===== src/hdl/smpq_pkg.sv =====
// ----------------------------------------------------------------------------
// smpq_pkg
// Shared types and constants of the sorted min-first priority queue.
// ----------------------------------------------------------------------------
`default_nettype none

package smpq_pkg;

  localparam int unsigned DATA_W = 32;
  localparam int unsigned COUNT_OUT_W = 5;

  localparam logic CMD_INSERT = 1'b0;
  localparam logic CMD_REMOVE = 1'b1;

  typedef enum logic [1:0] {
    ST_OK        = 2'd0,
    ST_OVERFLOW  = 2'd1,
    ST_UNDERFLOW = 2'd2
  } status_t;

  localparam logic signed [DATA_W-1:0] UNDERFLOW_VALUE = -32'sd1;

  typedef enum logic [4:0] {
    S_IDLE  = 5'b00001,
    S_SCAN  = 5'b00010,
    S_PLACE = 5'b00100,
    S_HEAD  = 5'b01000,
    S_DONE  = 5'b10000
  } state_t;

endpackage

`default_nettype wire


===== src/hdl/sorted_min_priority_queue.sv =====
// ----------------------------------------------------------------------------
// sorted_min_priority_queue
// Bounded min-first priority queue kept as an ascending circular buffer in
// one memory. Equal values leave in arrival order.
// ----------------------------------------------------------------------------
//  channel  | handshake             | payload
//  ---------+-----------------------+------------------------------------------
//  request  | in_valid / in_stall   | cmd, value_in
//  result   | out_valid / out_stall | status, removed_value, smallest_value,
//           |                       | largest_value, entry_count
//
//  Overflow, underflow, an insert at the tail and a remove that empties the
//  queue go straight to the result; any other remove first reads the new
//  head from memory. An insert below the tail walks the store from the tail,
//  one entry a cycle on the single read port, whether or not it becomes the
//  new head. Reset empties the queue at once (no clearing pass).
//  A new request is taken while a result waits; the next result holds until
//  the output register is free.
// ----------------------------------------------------------------------------
`default_nettype none

module sorted_min_priority_queue #(
  parameter int unsigned DEPTH = 16
) (
  input  wire logic                               clk,
  input  wire logic                               rst,
  input  wire logic                               in_valid,
  output logic                                    in_stall,
  input  wire logic                               cmd,
  input  wire logic signed [smpq_pkg::DATA_W-1:0] value_in,
  output logic                                    out_valid,
  input  wire logic                               out_stall,
  output logic [1:0]                              status,
  output logic signed [smpq_pkg::DATA_W-1:0]      removed_value,
  output logic signed [smpq_pkg::DATA_W-1:0]      smallest_value,
  output logic signed [smpq_pkg::DATA_W-1:0]      largest_value,
  output logic [smpq_pkg::COUNT_OUT_W-1:0]        entry_count
);

  localparam int unsigned AW = $clog2(DEPTH);
  localparam int unsigned CW = $clog2(DEPTH + 1);
  localparam logic [AW-1:0] LAST_ADDR = AW'(DEPTH - 1);
  localparam logic [CW-1:0] FULL_COUNT = CW'(DEPTH);

  function automatic logic [AW-1:0] addr_inc(input logic [AW-1:0] a);
    return (a == LAST_ADDR) ? '0 : a + 1'b1;
  endfunction

  function automatic logic [AW-1:0] addr_dec(input logic [AW-1:0] a);
    return (a == '0) ? LAST_ADDR : a - 1'b1;
  endfunction

  smpq_pkg::state_t state;
  logic [CW-1:0]    count;
  logic [AW-1:0]    head;
  logic [AW-1:0]    tail;
  logic [AW-1:0]    cur;
  logic [CW-1:0]    left;
  logic signed [smpq_pkg::DATA_W-1:0] pend_value;
  logic signed [smpq_pkg::DATA_W-1:0] smallest;
  logic signed [smpq_pkg::DATA_W-1:0] largest;
  smpq_pkg::status_t                  res_status;
  logic signed [smpq_pkg::DATA_W-1:0] res_removed;
  smpq_pkg::status_t                  status_out;

  logic                               we;
  logic [AW-1:0]                      waddr;
  logic signed [smpq_pkg::DATA_W-1:0] wdata;
  logic [AW-1:0]                      raddr;
  logic signed [smpq_pkg::DATA_W-1:0] rdata;

  logic accept;
  logic out_free;
  logic [CW+smpq_pkg::COUNT_OUT_W-1:0] count_ext;

  assign in_stall = (state != smpq_pkg::S_IDLE);
  assign accept   = in_valid && !in_stall;
  assign out_free = !out_valid || !out_stall;
  assign status   = status_out;

  smpq_ram #(
    .DEPTH (DEPTH),
    .AW    (AW)
  ) u_ram (
    .clk   (clk),
    .we    (we),
    .waddr (waddr),
    .wdata (wdata),
    .raddr (raddr),
    .rdata (rdata)
  );

  // Memory port control.
  always_comb begin
    we    = 1'b0;
    waddr = tail;
    wdata = value_in;
    raddr = addr_dec(tail);
    unique case (state)
      smpq_pkg::S_IDLE: begin
        if (accept && cmd == smpq_pkg::CMD_INSERT && count != FULL_COUNT &&
            (count == '0 || value_in >= largest)) begin
          we = 1'b1;
        end
        if (cmd == smpq_pkg::CMD_REMOVE) begin
          raddr = addr_inc(head);
        end
      end
      smpq_pkg::S_SCAN: begin
        we    = 1'b1;
        waddr = addr_inc(cur);
        wdata = (rdata > pend_value) ? rdata : pend_value;
        raddr = addr_dec(cur);
      end
      smpq_pkg::S_PLACE: begin
        we    = 1'b1;
        waddr = cur;
        wdata = pend_value;
      end
      smpq_pkg::S_HEAD, smpq_pkg::S_DONE: begin
        we = 1'b0;
      end
      default: begin
        we = 1'b0;
      end
    endcase
  end

  always_ff @(posedge clk) begin
    if (rst) begin
      state     <= smpq_pkg::S_IDLE;
      count     <= '0;
      head      <= '0;
      tail      <= '0;
      smallest  <= '0;
      largest   <= '0;
      out_valid <= 1'b0;
    end else begin
      if (state == smpq_pkg::S_DONE && out_free) begin
        out_valid <= 1'b1;
      end else if (!out_stall) begin
        out_valid <= 1'b0;
      end

      unique case (state)
        smpq_pkg::S_IDLE: begin
          if (accept) begin
            res_removed <= '0;
            res_status  <= smpq_pkg::ST_OK;
            pend_value  <= value_in;
            if (cmd == smpq_pkg::CMD_INSERT) begin
              priority if (count == FULL_COUNT) begin
                res_status <= smpq_pkg::ST_OVERFLOW;
                state      <= smpq_pkg::S_DONE;
              end else if (count == '0 || value_in >= largest) begin
                // Append at the tail: no entry moves.
                count   <= count + 1'b1;
                tail    <= addr_inc(tail);
                largest <= value_in;
                if (count == '0) begin
                  smallest <= value_in;
                end
                state <= smpq_pkg::S_DONE;
              end else begin
                count <= count + 1'b1;
                tail  <= addr_inc(tail);
                cur   <= addr_dec(tail);
                left  <= count;
                if (value_in < smallest) begin
                  smallest <= value_in;
                end
                state <= smpq_pkg::S_SCAN;
              end
            end else begin
              priority if (count == '0) begin
                res_status  <= smpq_pkg::ST_UNDERFLOW;
                res_removed <= smpq_pkg::UNDERFLOW_VALUE;
                state       <= smpq_pkg::S_DONE;
              end else if (count == CW'(1)) begin
                res_removed <= smallest;
                count       <= '0;
                head        <= addr_inc(head);
                smallest    <= '0;
                largest     <= '0;
                state       <= smpq_pkg::S_DONE;
              end else begin
                res_removed <= smallest;
                count       <= count - 1'b1;
                head        <= addr_inc(head);
                state       <= smpq_pkg::S_HEAD;
              end
            end
          end
        end
        smpq_pkg::S_SCAN: begin
          // rdata holds the entry at cur; move it up while it is larger.
          if (rdata > pend_value) begin
            if (left == CW'(1)) begin
              state <= smpq_pkg::S_PLACE;
            end else begin
              cur  <= addr_dec(cur);
              left <= left - 1'b1;
            end
          end else begin
            state <= smpq_pkg::S_DONE;
          end
        end
        smpq_pkg::S_PLACE: begin
          state <= smpq_pkg::S_DONE;
        end
        smpq_pkg::S_HEAD: begin
          smallest <= rdata;
          state    <= smpq_pkg::S_DONE;
        end
        smpq_pkg::S_DONE: begin
          if (out_free) begin
            state <= smpq_pkg::S_IDLE;
          end
        end
        default: begin
          state <= smpq_pkg::S_IDLE;
        end
      endcase
    end
  end

  assign count_ext = {{smpq_pkg::COUNT_OUT_W{1'b0}}, count};

  // Output register: load when the result slot is free.
  always_ff @(posedge clk) begin
    if (state == smpq_pkg::S_DONE && out_free) begin
      status_out     <= res_status;
      removed_value  <= res_removed;
      smallest_value <= smallest;
      largest_value  <= largest;
      entry_count    <= count_ext[smpq_pkg::COUNT_OUT_W-1:0];
    end
  end

endmodule

`default_nettype wire


===== src/hdl/smpq_ram.sv =====
// ----------------------------------------------------------------------------
// smpq_ram
// Entry store of the queue: one write port, one read port, registered read.
// ----------------------------------------------------------------------------
`default_nettype none

module smpq_ram #(
  parameter int unsigned DEPTH = 16,
  parameter int unsigned AW = 4
) (
  input  wire logic                              clk,
  input  wire logic                              we,
  input  wire logic [AW-1:0]                     waddr,
  input  wire logic signed [smpq_pkg::DATA_W-1:0] wdata,
  input  wire logic [AW-1:0]                     raddr,
  output logic signed [smpq_pkg::DATA_W-1:0]     rdata
);

  logic signed [smpq_pkg::DATA_W-1:0] mem [DEPTH];

  always_ff @(posedge clk) begin
    if (we) begin
      mem[waddr] <= wdata;
    end
  end

  always_ff @(posedge clk) begin
    rdata <= mem[raddr];
  end

endmodule

`default_nettype wire

===== config.mk =====
export PLATFORM = sky130hd
export DESIGN_NAME = sorted_min_priority_queue
export DESIGN_NICKNAME = d
export VERILOG_FILES = /design/src/hdl/smpq_pkg.sv /design/src/hdl/sorted_min_priority_queue.sv /design/src/hdl/smpq_ram.sv
export SDC_FILE = /design/constraint.sdc
export NUM_CORES = 1
export LEC_CHECK = 0
export BUFFER_PORTS_ARGS = -buffer_cell sky130_fd_sc_hd__buf_2
export CORE_ASPECT_RATIO = 0.9
export CORE_MARGIN = 10
export CORE_UTILIZATION = 50
export DETAILED_ROUTE_END_ITERATION = 12
export GPL_TIMING_DRIVEN = 0
export PLACE_DENSITY = 0.75
export SLEW_MARGIN = 5
export SYNTH_ARGS = -nofsm -noshare
export SYNTH_HDL_FRONTEND = slang
export SYNTH_SLANG_ARGS = --single-unit

===== constraint.sdc =====
create_clock -name clk -period 7.2 [get_ports clk]
set_input_delay 1.44 -clock clk [delete_from_list [all_inputs] [get_ports clk]]
set_output_delay 1.44 -clock clk [all_outputs]
set_load 0.03 [all_outputs]

==> After elaboration in Yosys (flattened, before gate mapping) <==
Memory sizes are Yosys's and may differ from the RTL's. A register that Yosys moved wholly into a read port is not among the register bits.
Cells that the tools add are included.
{ "totals": {"regBits": 261, "ramBits": 512, "input_bits": 37, "out_inout_bits": 105, "word_cells": 149, "memories": 1} }
{ "memory_table": {"columns": ["name", "words", "word_bits", "rd", "rd_ports_with_merged_regs", "wr", "line", "source"], "rows": [
  ["u_ram.mem", 16, 32, 1, 1, 1, "smpq_ram.sv:19", "logic signed [smpq_pkg::DATA_W-1:0] mem [DEPTH];"]
]} }
{ "classes": {"addsub": 8, "n_lt_le_gt_ge": 3, "eq_ne": 30, "mux": 60, "bitwise_logic": 4, "reduce_logical": 26} }
{ "op_table": {"columns": ["cell", "n"], "rows": [
  ["$mux W32", 13],
  ["$pmux W32 S2", 2],
  ["$mux W5", 19],
  ["$mux W4", 12],
  ["$ge A32 B32 Y1", 1],
  ["$gt A32 B32 Y1", 1],
  ["$lt A32 B32 Y1", 1],
  ["$pmux W4 S2", 3],
  ["$pmux W5 S4", 1],
  ["$ne A2 B2 Y1 const B", 9],
  ["$eq A5 B1 Y1 const B", 3],
  ["$add A4 B1 Y4 const B", 3],
  ["$eq A4 B4 Y1 const B", 3],
  ["$ne A3 B3 Y1 const B", 4],
  ["$reduce_and A4 Y1", 3],
  ["$eq A5 B5 Y1 const B", 2],
  ["$pmux W5 S2", 1],
  ["$sub A5 B1 Y5 const B", 2],
  ["$logic_not A4 Y1", 2],
  ["$ne A4 B4 Y1 const B", 2],
  ["$reduce_and A8 Y1", 1],
  ["$sub A4 B1 Y4 const B", 2],
  ["$reduce_and A7 Y1", 1],
  ["$mux W1", 6],
  ["other kinds (18)", 34]
]} }

==> Logic depth before layout (Yosys ltp) <==
{ "logic_depth": {"word_depth": 10, "mapped_depth": 12, "mapped_depth_nobuf": 10} }

==> Cells and area by module <==
A second synthesis with hierarchy kept.
{ "hier_totals": {"hier_cells": 1941, "area_unflattened_um2": 32783.9} }
{ "by_module_without_submodules": {"columns": ["module", "n_inst", "cells_each", "area_each_um2", "seq_area_each_um2"], "rows": [
  ["smpq_ram", 1, 838, 19835.3, 16015.4],
  ["sorted_min_priority_queue", 1, 1103, 12948.7, 7006.7]
]} }

==> Worst setup path after synthesis <==
Ideal clock, no wire load.
{ "synth_timing": {"path_type": "input to register", "start": "input out_stall", "end": "register entry_count[0] (netlist name) (enable)", "setup_ns": 0.598, "t_arrival_ns": 6.430, "t_required_ns": 6.602, "path_slack_ns": 0.171, "path_stages": 1, "path_buffers": 0, "path_cell_list": "a21oi_1"} }
{ "synth_via": {"elab_chain_cells": 3} }
{ "synth_rtl": {"columns": ["element", "line", "source"], "rows": [
  ["start: declaration", "sorted_min_priority_queue.sv:32", "input wire logic out_stall,"],
  ["$logic_not A1 Y1", null, null],
  ["$logic_or A1 B1 Y1", "sorted_min_priority_queue.sv:78", "assign out_free = !out_valid || !out_stall;"],
  ["$logic_and A1 B1 Y1", "sorted_min_priority_queue.sv:231", "if (state == smpq_pkg::S_DONE && out_free) begin"],
  ["end signal: assignment", "sorted_min_priority_queue.sv:236", "entry_count <= count_ext[smpq_pkg::COUNT_OUT_W-1:0];"],
  ["end: declaration", "sorted_min_priority_queue.sv:37", "output logic [smpq_pkg::COUNT_OUT_W-1:0] entry_count"]
]} }
No other way between the ends.
A chain may end at the register's enable or synchronous reset.

==> Worst setup path after layout <==
{ "layout_timing": {"start": "input value_in[19] (netlist name)", "end": "memory u_ram.mem[5][19] (netlist name) (enable)"} }
{ "layout_via": {"elab_chain_cells": 7} }
{ "layout_rtl": {"columns": ["element", "line", "source"], "rows": [
  ["start: declaration", "sorted_min_priority_queue.sv:30", "input wire logic signed [smpq_pkg::DATA_W-1:0] value_in,"],
  ["$ge A32 B32 Y1", "sorted_min_priority_queue.sv:102", "(count == '0 || value_in >= largest)) begin"],
  ["$logic_or A1 B1 Y1", "sorted_min_priority_queue.sv:102", null],
  ["$logic_and A1 B1 Y1", "sorted_min_priority_queue.sv:101", "if (accept && cmd == smpq_pkg::CMD_INSERT && count != FULL_COUNT &&"],
  ["$mux W1", "sorted_min_priority_queue.sv:101", null],
  ["$pmux W1 S2", "sorted_min_priority_queue.sv:99", "unique case (state)"],
  ["$mux W1", "smpq_ram.sv:22", "if (we) begin"],
  ["$mux W1 (not written as such)", "smpq_ram.sv:23", "mem[waddr] <= wdata;"],
  ["end: declaration", "smpq_ram.sv:19", null]
]} }
No other way between the ends.

==> results.ini <==
[power_and_ir_drop]
p_per_area_nw_per_um2 = 377
ir_drop_mv = 0.210
total_power_uw = 14500
leakage_uw = 0.0141

[critical_path]
crit_path_max_fanout = 8
path_buf_inv = 3
reg2reg_depth = 12
critical-path-slowest-cell = nor4_2
cp_top_family = simple AND/OR/NAND/NOR gates
slowest_delay_ps = 970
cp-end-kind = register
worst-path-stages = 12
worstSetupPathType = in2reg
crit_chain = buf_2, ha_1, a21oi_1, o21ai_0, a221oi_1, o32ai_1, nor4_2, nor3_2, o31a_1, nor4_2, buf_4, buf_4
cp.arrival_ps = 5600
cp_data_required_time_ps = 7550
cp-start-kind = input pin

[place]
placed_area_sq_um = 36000
dp.cells = 3686
portBuffers = 140
place.detailed.hpwl_mm = 64.1
globalplace.congestion = 0.891

[yosys]
synthTopCellsByArea = edfxtp_1, dfxtp_1, nor2_1
synthesis.nets = 2771
ys_seq_area_frac = 0.686
synth.top_cell.area_share = 0.617
ys_types = 69
syn_avg_cell_area_sq_um = 12.8
synth-edff-count = 690
synth_area_leader_cell = edfxtp_1
synth_seq_cells = 805
syn_area_sq_um = 33600
syn_inst = 2627
ys.flop_type = edfxtp_1
postSynth.asyncResetShare = 0
synth_warnings = 0

[finish]
seqCellArea_sq_um = 23000
nets = 3035
drive_gt1_frac = 0.124
area_growth_pct = 14.4
instances_no_fill = 3826
multi_input_area_sq_um = 9610
final_util = 0.575
final_area_sq_um = 38400
nFillCells = 5212

[global_routing]
antenna_found_initial = 3
grt-ovfl-total = 0
grt_max_degree = 36
grt_pass1_vias = 22200
track_usage = 0.224
grt_pass1_wl_mm = 134

[clocking]
clk_pin_slew_ps = 60
insertion_delay_ps = 640
ctsHoldBuffers = 0
cts_made_buffers = 77
cts_resized = 0
cts_root_buf = clkbuf_16
cts_setup_buffers = 0
numClockSinks = 805
htree_levels = 3
cts_tree = done
clock_path_buffers = 3

[die]
dieArea_sq_um = 77900
io_pins = 142
die_y_microns = 266
start_util = 0.503
coreArea_sq_um = 66800
rows = 90
die_x_microns = 293

[sta]
finalSetupViolCount = 0
slew-limit-headroom = -0.00986
holdWs_ps = 415
worst_pin_slew_ps = 1510
drv_slew = 6
fmax_ghz = 0.190
skew_ps = 18.8
post-route-min-period_ps = 5250
hold_viol = 0
period_share = 0.730
rsz0062_at_grt = false

[run_status]
status = finished with violations
violations = max-slew violations

[detailed_routing]
dr.pass1.iters = 8
vias = 22700
drcViolationCount = 0
first_iter_violations = 2561
totalWireLength_mm = 89.3
vias_per_cell = 5.93
drtAntennaViolNets = 0
wl_per_cell_microns = 23.4

[hold_path]
min_delay_path_depth = 0
min_path_type = reg2reg

[run]
cap_violations = 0

[area by class of cell]
cell class	instances	area share
antenna	2	0.000130
buffer	145	0.0159
clock buffer	103	0.0538
clock inverter	35	0.00863
inverter	114	0.0111
multi-input combinational	1563	0.250
sequential	805	0.600
tap	874	0.0285
timing repair buffer	185	0.0321
[per-stage QoR]
step | setup TNS [ps] | worst slack [ps]
floorplan | 0 | 171
global placement | -699140 | -3240
detailed placement | 0 | 1380
CTS | 0 | 2040
global route | 0 | 1780
finish | 0 | 1950
[sequential cells by signal, indices dropped and copies added, names as in the netlist, 32 cells and up]
signal and flops:
largest_value 32, removed_value 32, u_ram.rdata 32, res_removed 32, pend_value 32, smallest 32, u_ram.mem 512, largest 32
smallest_value 32
[synthesized netlist by cell type, types with 28 or more instances]
library cell and number:
nor2_1 360, o221ai_1 34, nand4_1 45, buf_2 28, nand2_1 317, mux2i_1 100
nand3_1 119, ha_1 107, clkbuf_1 107, dfxtp_1 115, a221o_1 33, o21ai_0 91
a21oi_1 112, a32oi_1 34, inv_1 111, edfxtp_1 690, a22o_1 32
[power by group]
| part | internal [uW] | total [uW] | switching [uW] |
|---|---|---|---|
| Sequential | 5610 | 5920 | 318 |
| Clock | 2170 | 3880 | 1710 |
| Combinational | 1440 | 4680 | 3240 |
| Total | 9220 | 14500 | 5270 |
[cells in the final DEF (no fill, tap or decap), drive strengths merged, types with 7 or more instances in the layout]
cell type	synthesis	routed
nor4	7	7
a21oi	113	113
ha	107	107
dfxtp	115	115
a21o	13	13
o221ai	34	34
nor2	361	361
nand3	119	119
a221o	33	33
and4	9	9
nand4	45	45
clkbuf	107	210
mux2i	100	100
nand2	317	317
edfxtp	690	690
buf	38	223
o221a	34	34
inv	112	115
a22o	32	32
o21ai	95	95
nor3	24	24
clkinv	2	29
a32oi	34	34
[kinds of logic (layout without fill, tap and decap cells)]
family,after synthesis,in the layout,synth area share
DFF,805,805,0.686
and+or+nand+nor,911,911,0.116
other,0,2,0
xor gates and xnor gates,8,8,0.00209
AOI/OAI and AO/OA,437,437,0.0948
muxes,100,100,0.0298
adders and majority gates,107,107,0.0399
buffers and inverters,259,582,0.0309
[path summary, 6_finish.rpt]
path	startpoint	end	slack (ps)
worst max register to register	largest[19]$_SDFFE_PP0P_	u_ram.mem[5][19]$_DFFE_PP_	2550
worst max-delay path	value_in[19]	u_ram.mem[5][19]$_DFFE_PP_	1950
worst min-delay path	res_removed[14]$_SDFFCE_PN0P_	removed_value[14]$_DFFE_PP_	420
worst min register to register	res_removed[14]$_SDFFCE_PN0P_	removed_value[14]$_DFFE_PP_	420
[metal layers]
layer	GRT usage	part of all wire	up-vias
met3	0.0391	0.090	227
met1	0.291	0.40	10900
met4	0.0833	0.035	2
met2	0.372	0.47	1237
li1	-	-	10300
met5	0	0.00015	-
Note: power is estimated with default switching activity, not from simulation.
